--- config.mk ---
export PLATFORM = sky130hd
export DESIGN_NAME = positional_list_store
export DESIGN_NICKNAME = d
export VERILOG_FILES = /design/src/design/pls_pkg.sv /design/src/design/pls_ram.sv /design/src/design/positional_list_store.sv
export SDC_FILE = /design/constraint.sdc
export NUM_CORES = 2
export LEC_CHECK = 0
export ABC_AREA = 1
export BUFFER_PORTS_ARGS = -buffer_cell sky130_fd_sc_hd__buf_4
export CAP_MARGIN = 20
export CORE_UTILIZATION = 32
export DETAILED_ROUTE_END_ITERATION = 6
export PLACE_DENSITY = 0.48
export SYNTH_ARGS = -nofsm -noshare
export SYNTH_HDL_FRONTEND = slang
export SYNTH_SLANG_ARGS = --single-unit
--- constraint.sdc ---
create_clock -name clk -period 7.55 [get_ports clk]
set_clock_uncertainty 0.15 [all_clocks]
set_input_delay 1.51 -clock clk [delete_from_list [all_inputs] [get_ports clk]]
set_output_delay 1.51 -clock clk [all_outputs]
set_load 0.02 [all_outputs]
--- src/design/pls_pkg.sv ---
// Shared types and codes for the positional list store.
package pls_pkg;

  localparam int WORD_W = 32;
  localparam int POS_W  = 7;
  localparam int IDX_W  = 6;
  localparam int CNT_W  = 7;

  typedef enum logic [2:0] {
    OP_CLEAR  = 3'd0,
    OP_INSERT = 3'd1,
    OP_DELETE = 3'd2,
    OP_GET    = 3'd3,
    OP_FIND   = 3'd4
  } opcode_t;

  localparam logic [1:0] ST_OK      = 2'd0;
  localparam logic [1:0] ST_INVALID = 2'd1;
  localparam logic [1:0] ST_NOTHING = 2'd2;

  typedef struct packed {
    logic [2:0]               opcode;
    logic signed [WORD_W-1:0] value;
    logic [POS_W-1:0]         position;
  } req_t;

  typedef struct packed {
    logic [1:0]               status;
    logic signed [WORD_W-1:0] value_out;
    logic [IDX_W-1:0]         index_out;
    logic [CNT_W-1:0]         count;
  } rsp_t;

endpackage

--- src/design/pls_ram.sv ---
// Entry memory of the positional list store: one write port, one registered read port.
module pls_ram #(
  parameter int DEPTH = 64,
  parameter int AW    = 6
) (
  input  logic                      clk,
  input  logic                      we,
  input  logic [AW-1:0]             waddr,
  input  logic [pls_pkg::WORD_W-1:0] wdata,
  input  logic                      re,
  input  logic [AW-1:0]             raddr,
  output logic [pls_pkg::WORD_W-1:0] rdata
);
  import pls_pkg::*;

  logic [WORD_W-1:0] mem [DEPTH];

  always_ff @(posedge clk) begin
    if (we) begin
      mem[waddr] <= wdata;
    end
    if (re) begin
      rdata <= mem[raddr];
    end
  end

endmodule

--- src/design/positional_list_store.sv ---
// Top level of the positional list store: sequencer, length count and result register.
//
// The block keeps an ordered list of up to CAPACITY signed 32-bit words in one
// synchronous memory and executes one operation per request transaction:
// clear, insert at a position, delete at a position, get at a position, and
// find the first entry greater than a key. Every request yields exactly one
// response transaction carrying a status, the removed or read word, the index
// found, and the list length after the operation. Requests are processed one
// at a time. Clear and rejected requests go straight to the finishing step;
// get, insert, delete and find walk the memory, insert and delete over the
// list tail (length minus position), find over the entries examined
// up to the match or up to the full length. The walk moves one entry per cycle
// through the memory's single read port and single write port; in an insert or
// delete, read and write are pipelined so that each cycle reads one entry and
// writes the one read in the previous cycle. A finished response waits in an
// output register, so the next request is accepted while it is still pending.
// Entries never written are never read, so the memory needs no clearing pass
// after reset; reset clears the length count, the state and the valid flags.
module positional_list_store #(
  parameter int CAPACITY = 64
) (
  input  logic          clk,
  input  logic          rst,
  input  logic          req_valid,
  output logic          req_ready,
  input  pls_pkg::req_t req,
  output logic          rsp_valid,
  input  logic          rsp_ready,
  output pls_pkg::rsp_t rsp
);
  import pls_pkg::*;

  localparam int AW = (CAPACITY > 1) ? $clog2(CAPACITY) : 1;
  localparam int CW = $clog2(CAPACITY + 1);
  localparam int XW = (CW > POS_W) ? CW : POS_W;

  typedef enum logic [1:0] {
    IDLE,
    WALK,
    FINISH
  } state_t;

  state_t                   state;
  opcode_t                  op;
  logic signed [WORD_W-1:0] key;
  logic [AW-1:0]            pos_r;
  logic [CW-1:0]            count;
  logic [CW-1:0]            left;
  logic [AW-1:0]            rp;
  logic [AW-1:0]            prev;
  logic                     rv;
  logic [1:0]               res_status;
  logic signed [WORD_W-1:0] res_value;
  logic [IDX_W-1:0]         res_index;

  // Memory port controls.
  logic                     we;
  logic [AW-1:0]            waddr;
  logic [WORD_W-1:0]        wdata;
  logic                     re;
  logic [AW-1:0]            raddr;
  logic [WORD_W-1:0]        rdata;

  logic                     found;
  logic                     issue;
  logic                     walk_done;
  logic [XW-1:0]            pos_x;
  logic [XW-1:0]            cnt_x;

  assign req_ready = (state == IDLE);
  assign pos_x     = XW'(req.position);
  assign cnt_x     = XW'(count);

  // A find stops at the first entry that compares greater than the key.
  assign found     = (state == WALK) && rv && (op == OP_FIND) &&
                     ($signed(rdata) > key);
  assign issue     = (state == WALK) && (left != '0) && !found;
  assign walk_done = (state == WALK) && (left == '0) && !rv;

  // During an insert or delete walk each cycle reads the next entry and writes
  // back the entry read in the previous cycle one place away. The read and the
  // write are always two addresses apart, so no forwarding is needed.
  always_comb begin
    we    = 1'b0;
    waddr = prev;
    wdata = rdata;
    re    = issue;
    raddr = rp;
    if (state == WALK) begin
      if (rv) begin
        case (op)
          OP_INSERT: begin
            we    = 1'b1;
            waddr = AW'(prev + AW'(1));
          end
          OP_DELETE: begin
            if (prev != pos_r) begin
              we    = 1'b1;
              waddr = AW'(prev - AW'(1));
            end
          end
          default: begin
            we = 1'b0;
          end
        endcase
      end else if (walk_done && (op == OP_INSERT)) begin
        // All later entries have moved up; the new word lands at its position.
        we    = 1'b1;
        waddr = pos_r;
        wdata = key;
      end
    end
  end

  pls_ram #(
    .DEPTH(CAPACITY),
    .AW   (AW)
  ) u_ram (
    .clk  (clk),
    .we   (we),
    .waddr(waddr),
    .wdata(wdata),
    .re   (re),
    .raddr(raddr),
    .rdata(rdata)
  );

  always_ff @(posedge clk) begin
    if (rst) begin
      state     <= IDLE;
      count     <= '0;
      rv        <= 1'b0;
      rsp_valid <= 1'b0;
    end else begin
      // A taken response is dropped here unless the finishing step reloads it.
      if (rsp_valid && rsp_ready && (state != FINISH)) begin
        rsp_valid <= 1'b0;
      end
      unique case (state)
        IDLE: begin
          if (req_valid) begin
            op         <= opcode_t'(req.opcode);
            key        <= req.value;
            pos_r      <= AW'(req.position);
            rv         <= 1'b0;
            res_status <= ST_INVALID;
            res_value  <= '0;
            res_index  <= '0;
            state      <= FINISH;
            case (req.opcode)
              OP_CLEAR: begin
                count      <= '0;
                res_status <= ST_OK;
              end
              OP_INSERT: begin
                if ((pos_x <= cnt_x) && (count < CW'(CAPACITY))) begin
                  res_status <= ST_OK;
                  left       <= CW'(cnt_x - pos_x);
                  rp         <= AW'(count - CW'(1));
                  state      <= WALK;
                end
              end
              OP_DELETE: begin
                if (pos_x < cnt_x) begin
                  res_status <= ST_OK;
                  left       <= CW'(cnt_x - pos_x);
                  rp         <= AW'(req.position);
                  state      <= WALK;
                end
              end
              OP_GET: begin
                if (pos_x < cnt_x) begin
                  res_status <= ST_OK;
                  left       <= CW'(1);
                  rp         <= AW'(req.position);
                  state      <= WALK;
                end
              end
              OP_FIND: begin
                res_status <= ST_NOTHING;
                left       <= count;
                rp         <= '0;
                state      <= WALK;
              end
              default: begin
                res_status <= ST_INVALID;
              end
            endcase
          end
        end
        WALK: begin
          // Capture the word read at the requested position.
          if (rv && (prev == pos_r) && ((op == OP_DELETE) || (op == OP_GET))) begin
            res_value <= $signed(rdata);
          end
          if (found) begin
            res_status <= ST_OK;
            res_index  <= IDX_W'(prev);
            rv         <= 1'b0;
            state      <= FINISH;
          end else if (issue) begin
            rv   <= 1'b1;
            prev <= rp;
            left <= left - CW'(1);
            rp   <= (op == OP_INSERT) ? AW'(rp - AW'(1)) : AW'(rp + AW'(1));
          end else begin
            rv <= 1'b0;
            if (walk_done) begin
              if (op == OP_INSERT) begin
                count <= count + CW'(1);
              end else if (op == OP_DELETE) begin
                count <= count - CW'(1);
              end
              state <= FINISH;
            end
          end
        end
        FINISH: begin
          if (!rsp_valid || rsp_ready) begin
            rsp_valid     <= 1'b1;
            rsp.status    <= res_status;
            rsp.value_out <= res_value;
            rsp.index_out <= res_index;
            rsp.count     <= CNT_W'(count);
            state         <= IDLE;
          end
        end
        default: begin
          state <= IDLE;
        end
      endcase
    end
  end

  // The length never exceeds the capacity.
  a_count_range: assert property (@(posedge clk) disable iff (rst)
    count <= CW'(CAPACITY))
    else $error("list length above capacity");

  // A walk never reads and writes the same entry in one cycle.
  a_no_rw_collision: assert property (@(posedge clk) disable iff (rst)
    (re && we) |-> (raddr != waddr))
    else $error("memory read and write collide");

  // A new response is only launched from the finishing step.
  a_rsp_from_finish: assert property (@(posedge clk) disable iff (rst)
    $rose(rsp_valid) |-> $past(state == FINISH))
    else $error("response raised outside finish");

  // Memory traffic happens only while walking the list.
  a_mem_only_walk: assert property (@(posedge clk) disable iff (rst)
    (re || we) |-> (state == WALK))
    else $error("memory access outside walk");

endmodule

==> run metrics <==
Root Buffer=clkbuf_16; Die H=530 µm; Pwr Density=323 nW/µm²; failing checks=design-rule violations; post-synthesis cell area=89200 µm²; Via Count=58100; dpl cell area=95300 µm²; clk sinks=2238; syn_nets=7003; Synth async-reset ratio=0; Unique masters post-synth=54; Min-Delay Path Class=register to register; most frequent cells in the layout=edfxtp_1 (2227), nor2_1 (1330), o21ai_0 (1279); design area=102000 µm²; number of global-route vias before repair=55400; most common cell after layout, fill and taps aside=edfxtp_1; Syn Inst Count=6906; RSZ-0062 raised after global routing=no; Final ANT Viol Nets=0; Final Hold Fails=0; Worst EP required=7.87 ns; largest net degree at the start of global routing=161; Area Overhead vs Synth=14.5%; # placed instances=10400; final hold slack=0.246 ns; Total GRT Usage=0.201; Slew Limit Headroom=0.235; FF+latch count, synth=2238; Final min period=4.74 ns; detailed-router iteration count before antenna repair=7; H-Tree Depth=4; final setup fails=0; CTS Buf Count=232; Lkg Pwr=32.5 nW; Max Slew Vio Count=0; Post-CTS Setup Inserts=0; # rows=193; TritonCTS clock tree=built; DIE AREA=281000 µm²; Initial Util=0.322; RD Place Congestion=0.842; fin nets=7030; core area=277000 µm²; MaxCap Viol Count=0; worst endpoint data arrival time=5.06 ns; dpl hpwl=156 mm; Hold-fix buffers, CTS=0; CP startpoint kind=register; first-pass GRT wire length=412 mm; Reg clk slew, reported paths=0.06 ns; share of layout cells above drive strength 1=0.0981; post-CTS sizing=0; crit path capture type=register; Non-Filler Instances=10800; Worst-Margin Slew=1.14 ns; PortBufs=94; clk buf depth=4; later-pin clock latency in the skew report=0.90 ns; Post-synth EDFFs=2227; Most used DFF post-synth=edfxtp_1; crit path max fanout=23; Setup TNS=0 ns; status=complete, but fails checks; highest attainable clock frequency=0.211 GHz; Boundary Pins=95; vias per cell=5.37; Crit Path Class=register to register; sequential element share of the synthesized area=0.752; final wirelength=290 mm; initial DRC count=6755; Residual DRC=2; Avg Synthesized Cell Area=12.9 µm²; YS warnings=0; fin crit share=0.628; total global routing overflow=0; WL per Instance=26.8 µm; Max VDD drop=0.000195 V; Die Wd=530 µm; initial antenna violation count=13
## logic make-up (layout without fill, tap and decap cells)
| group | count (synthesis) | count (layout) | synth area share |
|---|---|---|---|
| AOI/OAI and AO/OA | 2050 | 2050 | 0.125 |
| xor gates and xnor gates | 18 | 18 | 0.00177 |
| adders and majority gates | 51 | 51 | 0.00732 |
| buffers and inverters | 616 | 814 | 0.0274 |
| DFF | 2238 | 2238 | 0.752 |
| muxes | 1 | 1 | 0.000126 |
| other | 0 | 3 | 0 |
| and+or+nand+nor | 1932 | 1932 | 0.0861 |
## critical path, cell delays in order, from the launching register on
cell and delay, ns:
edfxtp_1 0.43, inv_1 0.12, nand3_2 0.33, nor3_1 0.46, nand2_4 0.32, nand2_2 0.22, o21ai_0 0.10, nand2_1 0.09
nand2_1 0.10, a21oi_1 0.49, nand2_1 0.39, nor2_4 0.63, buf_4 0.48
## report_power, final
part	total, mW	switching [mW]	internal (mW)
clock network	10.7	4.79	5.87
registers	14.9	0.220	14.7
logic	7.44	5.76	1.68
total	33.0	10.8	22.3
## cell usage after synthesis (31+ instances only)
master	n	share of area
buf_2	87	0.0049
o21ai_1	31	0.0017
nor2_1	1395	0.059
ha_1	49	0.0069
nand2_1	361	0.015
a21oi_1	54	0.0030
o22ai_1	604	0.042
edfxtp_1	2227	0.75
inv_1	145	0.0061
clkbuf_1	348	0.015
nand3_1	106	0.0059
o21ai_0	1310	0.073
## stage by stage
step / setup WS [ns] / power [mW] / utilization
after floorplan: 1.92 / 19.2 / -
after global placement: 2.86 / 22.6 / 0.343
after detailed placement: 2.89 / 22.6 / 0.344
after CTS: 2.88 / 33.2 / 0.369
after global routing: 2.64 / 34.2 / 0.369
final: 2.81 / 33.0 / 0.369
## routing by layer
metal  track usage  part of all wire  wire length [µm]  vias to the layer above
met2         0.318              0.46            132000                     2419
met4        0.0636             0.032              9320                        0
met3        0.0278             0.075             21900                      380
li1              -                 -                 -                    25600
met1         0.285              0.44            126000                    29600
met5             0                 0                 0                        -
## final timing paths
path | start | endpoint | slack, ns | cells after the start
max | op[1]$_DFFE_PP_ | u_ram.mem[50][0]$_DFFE_PP_ | 2.81 | 12
min | res_value[14]$_SDFFCE_PN0P_ | rsp[27]$_DFFE_PP_ | 0.25 | 0
max reg2reg | op[1]$_DFFE_PP_ | u_ram.mem[50][0]$_DFFE_PP_ | 2.81 | 12
min reg2reg | res_value[14]$_SDFFCE_PN0P_ | rsp[27]$_DFFE_PP_ | 0.25 | 0
## state kept, by name, summed over array words and instances, names as in the netlist
register,flops
cnt_x,7
key,32
left,7
op,3
pos_r,6
prev,6
raddr,6
res_index,6
res_status,2
res_value,32
rsp,47
rsp_valid,1
rv,1
state,2
u_ram.mem,2048
u_ram.rdata,32
## layout make-up
cell class              instances  area, µm²
diodes                          3       7.51
multi-input cells            4052      20600
clock buffers                 303       6110
flip-flops and latches       2238      67100
fillers                     26500     175000
repair buffers                258       2450
inverters                     151        596
clock inverters               102        707
well taps                    3705       4640
Note: power is estimated with default switching activity, not from simulation.
